[src/sv/alternating_range_address_mapper_macros.svh]
`ifndef ALTERNATING_RANGE_ADDRESS_MAPPER_MACROS_SVH
`define ALTERNATING_RANGE_ADDRESS_MAPPER_MACROS_SVH

// Checks that a condition is followed by a consequence, sampled on clk, off during reset.
`define ARAM_ASSERT_IMP(lbl, ante, cons, msg) \
    lbl: assert property (@(posedge clk) disable iff (!rst_n) (ante) |-> (cons)) \
        else $error(msg);

// Checks that a condition never holds, sampled on clk, off during reset.
`define ARAM_ASSERT_NEVER(lbl, bad, msg) \
    lbl: assert property (@(posedge clk) disable iff (!rst_n) !(bad)) \
        else $error(msg);

`endif

[src/sv/arm_pkg.sv]
`default_nettype none

package arm_pkg;

    localparam int MAX_SPLITS    = 6;
    localparam int CFG_IDX_BITS  = 3;
    localparam int SP_IDX_BITS   = 3;
    localparam int FIFO_DEPTH    = 2;
    localparam int FIFO_PTR_BITS = 1;
    localparam int FIFO_CNT_BITS = 2;

    localparam logic [CFG_IDX_BITS-1:0] CFG_MEMORY_SIZE = 3'd6;

    typedef enum logic {
        TBL_IDLE,
        TBL_BUILD
    } tbl_state_t;

    typedef struct packed {
        logic routed_type;
        logic goes_upper;
        logic out_of_range;
    } arm_flags_t;

    typedef struct packed {
        logic full;
        logic empty;
    } arm_fifo_stat_t;

endpackage

`default_nettype wire

[src/sv/arm_tbl.sv]
`default_nettype none

module arm_tbl #(
    parameter int NUM_SPLITS = 6,
    parameter int ADDR_BITS  = 32,
    parameter int SECT_BITS  = 3
) (
    input  wire logic                             clk,
    input  wire logic                             rst_n,
    input  wire logic                             cfg_we,
    input  wire logic [arm_pkg::CFG_IDX_BITS-1:0] cfg_index,
    input  wire logic [ADDR_BITS-1:0]             cfg_data,
    output logic                                  busy,
    output logic [ADDR_BITS-1:0]                  msize,
    output logic [ADDR_BITS-1:0]                  bnd  [NUM_SPLITS],
    output logic [ADDR_BITS-1:0]                  base [NUM_SPLITS+1],
    output logic [ADDR_BITS-1:0]                  offs [NUM_SPLITS+1]
);
    import arm_pkg::*;

    logic [ADDR_BITS-1:0] sp_reg [MAX_SPLITS];
    logic [ADDR_BITS-1:0] msize_reg;
    tbl_state_t           state_reg, state_next;
    logic [SECT_BITS-1:0] k_reg;
    logic [ADDR_BITS-1:0] prev_reg;
    logic [ADDR_BITS-1:0] acc_reg [2];
    logic [ADDR_BITS-1:0] base_reg [NUM_SPLITS+1];
    logic [ADDR_BITS-1:0] offs_reg [NUM_SPLITS+1];

    logic                   is_split;
    logic [SP_IDX_BITS-1:0] sp_idx;
    logic [ADDR_BITS-1:0]   sp_val;
    logic [ADDR_BITS-1:0]   grown;
    logic [ADDR_BITS-1:0]   clamped;
    logic [ADDR_BITS-1:0]   end_val;
    logic [ADDR_BITS-1:0]   size;
    logic                   side;
    logic                   last;

    always_ff @(posedge clk or negedge rst_n)
    begin
        if (!rst_n)
        begin
            for (int i = 0; i < MAX_SPLITS; i++)
            begin
                sp_reg[i] <= '0;
            end
            msize_reg <= ADDR_BITS'(32'hFFFF_FFFF);
        end
        else if (cfg_we)
        begin
            if (cfg_index < CFG_MEMORY_SIZE)
            begin
                sp_reg[SP_IDX_BITS'(cfg_index)] <= cfg_data;
            end
            else if (cfg_index == CFG_MEMORY_SIZE)
            begin
                msize_reg <= cfg_data;
            end
        end
    end

    // One section boundary is settled per cycle: running maximum, clamped to the size.
    always_comb
    begin
        is_split = (k_reg < SECT_BITS'(NUM_SPLITS));
        sp_idx   = is_split ? SP_IDX_BITS'(k_reg) : '0;
        sp_val   = sp_reg[sp_idx];
        grown    = (sp_val > prev_reg) ? sp_val : prev_reg;
        clamped  = (grown > msize_reg) ? msize_reg : grown;
        end_val  = is_split ? clamped : msize_reg;
        size     = end_val - prev_reg;
        side     = k_reg[0];
        last     = (k_reg == SECT_BITS'(NUM_SPLITS));
    end

    always_comb
    begin
        state_next = state_reg;
        unique case (state_reg)
            TBL_IDLE:
            begin
                if (cfg_we)
                begin
                    state_next = TBL_BUILD;
                end
            end
            TBL_BUILD:
            begin
                if (!cfg_we && last)
                begin
                    state_next = TBL_IDLE;
                end
            end
            default:
            begin
                state_next = TBL_BUILD;
            end
        endcase
    end

    always_ff @(posedge clk or negedge rst_n)
    begin
        if (!rst_n)
        begin
            state_reg  <= TBL_BUILD;
            k_reg      <= '0;
            prev_reg   <= '0;
            acc_reg[0] <= '0;
            acc_reg[1] <= '0;
        end
        else
        begin
            state_reg <= state_next;
            if (cfg_we)
            begin
                k_reg      <= '0;
                prev_reg   <= '0;
                acc_reg[0] <= '0;
                acc_reg[1] <= '0;
            end
            else if (state_reg == TBL_BUILD)
            begin
                k_reg         <= last ? k_reg : k_reg + SECT_BITS'(1);
                prev_reg      <= end_val;
                acc_reg[side] <= acc_reg[side] + size;
            end
        end
    end

    always_ff @(posedge clk)
    begin
        if (!cfg_we && state_reg == TBL_BUILD)
        begin
            base_reg[k_reg] <= prev_reg;
            offs_reg[k_reg] <= acc_reg[side];
        end
    end

    always_comb
    begin
        for (int j = 0; j < NUM_SPLITS; j++)
        begin
            bnd[j] = base_reg[j+1];
        end
        for (int j = 0; j <= NUM_SPLITS; j++)
        begin
            base[j] = base_reg[j];
            offs[j] = offs_reg[j];
        end
    end

    assign busy  = (state_reg == TBL_BUILD);
    assign msize = msize_reg;

endmodule

`default_nettype wire

[src/sv/arm_front.sv]
`default_nettype none

module arm_front #(
    parameter int NUM_SPLITS = 6,
    parameter int ADDR_BITS  = 32,
    parameter int SECT_BITS  = 3
) (
    input  wire logic                 clk,
    input  wire logic                 rst_n,
    input  wire logic                 accept,
    input  wire logic                 req_type,
    input  wire logic [ADDR_BITS-1:0] address,
    input  wire logic [ADDR_BITS-1:0] msize,
    input  wire logic [ADDR_BITS-1:0] bnd  [NUM_SPLITS],
    input  wire logic [ADDR_BITS-1:0] base [NUM_SPLITS+1],
    output logic                      push,
    output arm_pkg::arm_flags_t       push_flags,
    output logic [SECT_BITS-1:0]      push_sect,
    output logic [ADDR_BITS-1:0]      push_rel
);
    import arm_pkg::*;

    logic                  s1_valid_reg;
    logic                  s1_type_reg;
    logic [ADDR_BITS-1:0]  s1_addr_reg;
    logic                  s2_valid_reg;
    logic                  s2_type_reg;
    logic [ADDR_BITS-1:0]  s2_addr_reg;
    logic [NUM_SPLITS-1:0] s2_ge_reg;
    logic                  s2_oor_reg;

    logic [NUM_SPLITS-1:0] ge_next;
    logic                  oor_next;
    logic [SECT_BITS-1:0]  sect;

    always_ff @(posedge clk or negedge rst_n)
    begin
        if (!rst_n)
        begin
            s1_valid_reg <= 1'b0;
            s2_valid_reg <= 1'b0;
        end
        else
        begin
            s1_valid_reg <= accept;
            s2_valid_reg <= s1_valid_reg;
        end
    end

    always_comb
    begin
        for (int j = 0; j < NUM_SPLITS; j++)
        begin
            ge_next[j] = (s1_addr_reg >= bnd[j]);
        end
        oor_next = (s1_addr_reg >= msize);
    end

    always_ff @(posedge clk)
    begin
        if (accept)
        begin
            s1_type_reg <= req_type;
            s1_addr_reg <= address;
        end
        s2_type_reg <= s1_type_reg;
        s2_addr_reg <= s1_addr_reg;
        s2_ge_reg   <= ge_next;
        s2_oor_reg  <= oor_next;
    end

    // Boundaries never decrease, so the compare bits form a thermometer code.
    always_comb
    begin
        sect = SECT_BITS'(NUM_SPLITS);
        for (int j = NUM_SPLITS - 1; j >= 0; j--)
        begin
            if (!s2_ge_reg[j])
            begin
                sect = SECT_BITS'(j);
            end
        end
    end

    assign push                    = s2_valid_reg;
    assign push_flags.routed_type  = s2_type_reg;
    assign push_flags.goes_upper   = sect[0];
    assign push_flags.out_of_range = s2_oor_reg;
    assign push_sect               = sect;
    assign push_rel                = s2_addr_reg - base[sect];

endmodule

`default_nettype wire

[src/sv/arm_fifo.sv]
`default_nettype none

module arm_fifo #(
    parameter int WIDTH = 8
) (
    input  wire logic             clk,
    input  wire logic             rst_n,
    input  wire logic             push,
    input  wire logic [WIDTH-1:0] wdata,
    input  wire logic             pop,
    output logic [WIDTH-1:0]      rdata,
    output arm_pkg::arm_fifo_stat_t stat
);
    import arm_pkg::*;

    logic [WIDTH-1:0]         slot_reg [FIFO_DEPTH];
    logic [FIFO_PTR_BITS-1:0] wr_ptr_reg;
    logic [FIFO_PTR_BITS-1:0] rd_ptr_reg;
    logic [FIFO_CNT_BITS-1:0] count_reg;
    logic                     do_push;
    logic                     do_pop;

    assign stat.full  = (count_reg == FIFO_CNT_BITS'(FIFO_DEPTH));
    assign stat.empty = (count_reg == '0);
    assign do_push    = push && !stat.full;
    assign do_pop     = pop && !stat.empty;

    always_ff @(posedge clk or negedge rst_n)
    begin
        if (!rst_n)
        begin
            wr_ptr_reg <= '0;
            rd_ptr_reg <= '0;
            count_reg  <= '0;
        end
        else
        begin
            if (do_push)
            begin
                wr_ptr_reg <= wr_ptr_reg + FIFO_PTR_BITS'(1);
            end
            if (do_pop)
            begin
                rd_ptr_reg <= rd_ptr_reg + FIFO_PTR_BITS'(1);
            end
            if (do_push && !do_pop)
            begin
                count_reg <= count_reg + FIFO_CNT_BITS'(1);
            end
            else if (do_pop && !do_push)
            begin
                count_reg <= count_reg - FIFO_CNT_BITS'(1);
            end
        end
    end

    always_ff @(posedge clk)
    begin
        if (do_push)
        begin
            slot_reg[wr_ptr_reg] <= wdata;
        end
    end

    assign rdata = slot_reg[rd_ptr_reg];

endmodule

`default_nettype wire

[src/sv/arm_back.sv]
`default_nettype none

module arm_back #(
    parameter int NUM_SPLITS = 6,
    parameter int ADDR_BITS  = 32,
    parameter int SECT_BITS  = 3,
    parameter int WIDTH      = 38
) (
    input  wire logic                 clk,
    input  wire logic                 rst_n,
    input  wire arm_pkg::arm_fifo_stat_t stat,
    input  wire logic [WIDTH-1:0]     rdata,
    input  wire logic [ADDR_BITS-1:0] offs [NUM_SPLITS+1],
    output logic                      pop,
    output logic                      done,
    output logic                      routed_type,
    output logic                      goes_upper,
    output logic [ADDR_BITS-1:0]      child_address,
    output logic                      out_of_range
);
    import arm_pkg::*;

    arm_flags_t           flags;
    logic [SECT_BITS-1:0] sect;
    logic [ADDR_BITS-1:0] rel;

    logic                 done_reg;
    logic                 routed_type_reg;
    logic                 goes_upper_reg;
    logic [ADDR_BITS-1:0] child_reg;
    logic                 oor_reg;

    assign {flags, sect, rel} = rdata;
    assign pop                = !stat.empty;

    always_ff @(posedge clk or negedge rst_n)
    begin
        if (!rst_n)
        begin
            done_reg <= 1'b0;
        end
        else
        begin
            done_reg <= pop;
        end
    end

    // An address past the end routes nowhere: lower child, address zero.
    always_ff @(posedge clk)
    begin
        if (pop)
        begin
            routed_type_reg <= flags.routed_type;
            goes_upper_reg  <= flags.goes_upper && !flags.out_of_range;
            child_reg       <= flags.out_of_range ? '0 : offs[sect] + rel;
            oor_reg         <= flags.out_of_range;
        end
    end

    assign done          = done_reg;
    assign routed_type   = routed_type_reg;
    assign goes_upper    = goes_upper_reg;
    assign child_address = child_reg;
    assign out_of_range  = oor_reg;

endmodule

`default_nettype wire

[src/sv/alternating_range_address_mapper.sv]
// Channel   Handshake            Fields
// request   start / busy         req_type, address
// result    done (strobe)        routed_type, goes_upper, child_address, out_of_range
// config    cfg_we               cfg_index, cfg_data
//
// One word is accepted per cycle while busy is low; each result passes through the
// classification stages, the queue and the output registers before done rises.
// After reset and after every configuration write, busy stays high while the section
// table is rebuilt, one boundary per cycle; a further write restarts the rebuild.
// The receiver cannot stall; the queue between classification and translation drains
// one word every cycle while it holds any.
`default_nettype none
`include "alternating_range_address_mapper_macros.svh"

module alternating_range_address_mapper #(
    parameter int NUM_SPLITS = 6,
    parameter int ADDR_BITS  = 32
) (
    input  wire logic                             clk,
    input  wire logic                             rst_n,
    input  wire logic                             start,
    output logic                                  busy,
    input  wire logic                             req_type,
    input  wire logic [ADDR_BITS-1:0]             address,
    output logic                                  done,
    output logic                                  routed_type,
    output logic                                  goes_upper,
    output logic [ADDR_BITS-1:0]                  child_address,
    output logic                                  out_of_range,
    input  wire logic                             cfg_we,
    input  wire logic [arm_pkg::CFG_IDX_BITS-1:0] cfg_index,
    input  wire logic [ADDR_BITS-1:0]             cfg_data
);
    import arm_pkg::*;

    localparam int SECT_BITS = $clog2(NUM_SPLITS + 1);
    localparam int Q_WIDTH   = $bits(arm_flags_t) + SECT_BITS + ADDR_BITS;

    logic                 accept;
    logic [ADDR_BITS-1:0] msize;
    logic [ADDR_BITS-1:0] bnd  [NUM_SPLITS];
    logic [ADDR_BITS-1:0] base [NUM_SPLITS+1];
    logic [ADDR_BITS-1:0] offs [NUM_SPLITS+1];

    logic                 push;
    arm_flags_t           push_flags;
    logic [SECT_BITS-1:0] push_sect;
    logic [ADDR_BITS-1:0] push_rel;
    logic [Q_WIDTH-1:0]   q_wdata;
    logic [Q_WIDTH-1:0]   q_rdata;
    arm_fifo_stat_t       q_stat;
    logic                 pop;

    assign accept  = start && !busy;
    assign q_wdata = {push_flags, push_sect, push_rel};

    arm_tbl #(
        .NUM_SPLITS (NUM_SPLITS),
        .ADDR_BITS  (ADDR_BITS),
        .SECT_BITS  (SECT_BITS)
    ) u_tbl (
        .clk       (clk),
        .rst_n     (rst_n),
        .cfg_we    (cfg_we),
        .cfg_index (cfg_index),
        .cfg_data  (cfg_data),
        .busy      (busy),
        .msize     (msize),
        .bnd       (bnd),
        .base      (base),
        .offs      (offs)
    );

    arm_front #(
        .NUM_SPLITS (NUM_SPLITS),
        .ADDR_BITS  (ADDR_BITS),
        .SECT_BITS  (SECT_BITS)
    ) u_front (
        .clk        (clk),
        .rst_n      (rst_n),
        .accept     (accept),
        .req_type   (req_type),
        .address    (address),
        .msize      (msize),
        .bnd        (bnd),
        .base       (base),
        .push       (push),
        .push_flags (push_flags),
        .push_sect  (push_sect),
        .push_rel   (push_rel)
    );

    arm_fifo #(
        .WIDTH (Q_WIDTH)
    ) u_fifo (
        .clk   (clk),
        .rst_n (rst_n),
        .push  (push),
        .wdata (q_wdata),
        .pop   (pop),
        .rdata (q_rdata),
        .stat  (q_stat)
    );

    arm_back #(
        .NUM_SPLITS (NUM_SPLITS),
        .ADDR_BITS  (ADDR_BITS),
        .SECT_BITS  (SECT_BITS),
        .WIDTH      (Q_WIDTH)
    ) u_back (
        .clk           (clk),
        .rst_n         (rst_n),
        .stat          (q_stat),
        .rdata         (q_rdata),
        .offs          (offs),
        .pop           (pop),
        .done          (done),
        .routed_type   (routed_type),
        .goes_upper    (goes_upper),
        .child_address (child_address),
        .out_of_range  (out_of_range)
    );

    `ARAM_ASSERT_IMP(a_latency, accept, ##4 done, "accepted word produced no result")
    `ARAM_ASSERT_NEVER(a_q_overflow, push && q_stat.full && !pop, "queue overflow")
    `ARAM_ASSERT_IMP(a_oor_zero, done && out_of_range, !goes_upper && child_address == '0, "out-of-range result not cleared")
    `ARAM_ASSERT_IMP(a_no_config_in_flight, push, !busy, "table rebuilt with word in flight")

endmodule

`default_nettype wire
[config.mk]
export PLATFORM = sky130hd
export DESIGN_NAME = alternating_range_address_mapper
export DESIGN_NICKNAME = d
export VERILOG_FILES = /design/src/sv/arm_pkg.sv /design/src/sv/arm_tbl.sv /design/src/sv/arm_front.sv /design/src/sv/arm_fifo.sv /design/src/sv/arm_back.sv /design/src/sv/alternating_range_address_mapper.sv
export VERILOG_INCLUDE_DIRS = /design/src /design/src/sv
export SDC_FILE = /design/constraint.sdc
export NUM_CORES = 2
export LEC_CHECK = 0
export BUFFER_PORTS_ARGS = -buffer_cell sky130_fd_sc_hd__clkbuf_2
export CAP_MARGIN = 20
export CORE_MARGIN = 2
export CORE_UTILIZATION = 70
export CTS_BUF_LIST = sky130_fd_sc_hd__clkbuf_8
export CTS_CLUSTER_SIZE = 10
export DETAILED_ROUTE_END_ITERATION = 10
export PLACE_DENSITY = 0.89
export SLEW_MARGIN = 30
export SYNTH_ARGS = -nofsm -noshare
export SYNTH_HDL_FRONTEND = slang
export SYNTH_HIERARCHICAL = 1
export SYNTH_SLANG_ARGS = --single-unit
[constraint.sdc]
create_clock -name clk -period 19.6 [get_ports clk]
set_input_delay 0.98 -clock clk [delete_from_list [all_inputs] [get_ports clk]]
set_output_delay 0.98 -clock clk [all_outputs]
set_load 0.005 [all_outputs]
==> impl_results.md <==
* Rows at 99
* RSZ-0062 raised after global routing: no
* Setup crit start kind: flip-flop
* Clk slew on worst S/H paths at 0.06 ns
* Fmax achieved at 0.0913 GHz
* Placed cell area at 52,100 um2
* Vias/cell at 6.56
* Hold WC Path Type: input port to flip-flop
* Syn nets at 4,825
* TritonCTS clock tree: built
* Setup violations, final at 0
* Initial DRC count at 4,089
* Outcome: complete, no violations
* Clk_skew at 0.0452 ns
* Post-route setup slack at 8.64 ns
* Post-layout minimum cycle time at 10.96 ns
* Gr usage total at 35.5%
* Avg Cell Area, Syn at 12.0 um2
* Layout cell share with drive strength beyond 1 at 19.8%
* Number of hold buffers added after CTS at 0
* CP Data Required Time at 20.27 ns
* Reg2reg path depth at 32
* WL final at 134 mm
* Worst slew pin tran at 0.996 ns
* PortBufs at 108
* Worst setup path class: flip-flop to flip-flop
* Net Sw Frac at 40.2%
* DR WL/cell at 25.0 um
* Cells on Worst Hold Path at 1
* Critical Path End: u_tbl/acc_reg[62]
* Vias in the first global route at 36,200
* Clk_lat worst skew at 0.82 ns
* Max-Cap Viols at 0
* H-tree depth at 4
* Gr ovfl total at 0
* Final Power at 8.68 mW
* Die area at 76,500 um2
* TritonCTS Sinks at 963
* Initial antenna violation count at 2
* Tcrit/Tclk final at 55.9%
* Die height at 277 um
* Placer Congestion at 0.963
* Post-CTS Setup Repair Bufs at 0
* Post-synthesis cell area at 52,000 um2
* Critical path arrival at 11.63 ns
* Synth warn at 6
* CTS Buffer Depth at 3
* TritonCTS buffer count at 155
* Final nets at 4,782
* Pwr dens at 157 nW/um2
* Setup crit end kind: flip-flop
* Final design area excluding fillers at 55,300 um2
* Clock share of power at 19.7%
* Finished Core Util at 75.5%
* Slowest cell on crit path: buf_4
* Final slew viol count at 0
* Reg-to-reg startpoint: u_tbl/k_reg[0]
* Die X at 277 um
* Final HPWL DP at 91.7 mm
* Root Driver: clkbuf_8
* Share of total power in combinational logic at 48.2%
* Mapped Cells at 4,336
* LEAKAGE at 23.8 nW
* Post-route ant nets at 0
* DR pass1 iterations at 6
* Number of I/O pins at 109
* Dpl ws at 8.84 ns
* FF+latch area at 26,900 um2
* Peak per-stage delay on the critical path at 0.82 ns
* DR DRC count at 0
* R2r endpoint: u_tbl/acc_reg[62]
* Largest net degree at the start of global routing at 106
* Psw at 3.49 mW
* Launch point of the worst path: u_tbl/k_reg[0]
* Setup TNS at 0 ns
* First-pass GRT wire length at 208 mm
* Post-CTS Resized at 0
* Worst R2R Setup Slack at 8.64 ns
* Filler Cells Inserted at 4,378
* CP Max Fanout at 55
* Worst vdd ir at 0.000157 V
* Initial Util at 71.0%
* Layout area overhead at 6.32%
* Via count at 35,300
* Pint at 5.19 mW
* Slew headroom at 33.6%
* Final Hold Fails at 0
* Power share of the sequential group at 32.1%
* Multi-input logic area at 21,900 um2
* Core ar. at 73,200 um2
layout by cell type, fill, tap and decap left out, types with 33 or more instances in the layout:
cell type  instances
dfstp_2           33
nand4_1           66
a31oi_1           46
nor2_1           220
fa_1              33
a21o_1           120
nand2_1          342
nand3_1           81
mux2i_1          100
inv_1            377
a21oi_1          287
buf_4             38
mux2_2           343
a22o_1            53
clkbuf_2         107
clkbuf_8         180
dfxtp_1           40
mux4_2            64
edfxtp_1         592
xnor2_1           63
o21ai_0          145
ha_1             384
dfrtp_1          295
worst min path at each step:
stage	slack, ns	from	endpoint
after floorplan	0.32	u_front/s1_type_reg	u_front/s2_type_reg
after global placement	0.33	u_front/s1_valid_reg	u_front/push
after detailed placement	0.34	u_front/s1_valid_reg	u_front/push
after CTS	0.18	rst_n	u_fifo/wr_ptr_reg
after global routing	0.31	address[25]	u_front/s1_addr_reg[25]
final	0.34	address[24]	u_front/s1_addr_reg[24]
critical path, delay by kind of cell, from the launching register on:
kind	cells	cell delay, ns
xor gates and xnor gates	1	0.21
DFF	1	0.39
adders and majority gates	4	1.42
muxes	3	1.27
AOI/OAI and AO/OA	14	3.51
buffers and inverters	4	2.22
and+or+nand+nor	6	1.72
metal layers:
| layer | up-vias | track usage, % | part of all wire, % |
|---|---|---|---|
| met2 | 2151 | 55.8 | 46 |
| met4 | 0 | 18.3 | 5.3 |
| li1 | 15500 | - | - |
| met3 | 475 | 7.93 | 11 |
| met1 | 17200 | 46.6 | 38 |
| met5 | - | 0 | 0 |
stage by stage:
stage	hold slack [ns]	std cells
after global routing	0.310	5382
after global placement	0.332	5090
after floorplan	0.323	4336
after detailed placement	0.341	5092
final	0.339	5382
after CTS	0.184	5378
area by class of cell:
cell class,instances,area share (%)
clock inverter,106,1.09
multi-input combinational,2695,39.6
inverter,321,2.18
tap,959,2.17
sequential,963,48.7
antenna,1,0.00453
timing repair buffer,157,1.85
clock buffer,180,4.48
power groups by stage:
stage	Clock [mW]	Sequential (mW)	Combinational, mW
final	1.71	2.79	4.18
after global placement	0	2.79	3.93
after global routing	1.82	2.81	4.55
after detailed placement	0	2.81	4.05
after floorplan	0	2.72	3.05
after CTS	1.73	2.77	4.09
Power figures use the tool's default switching activity.
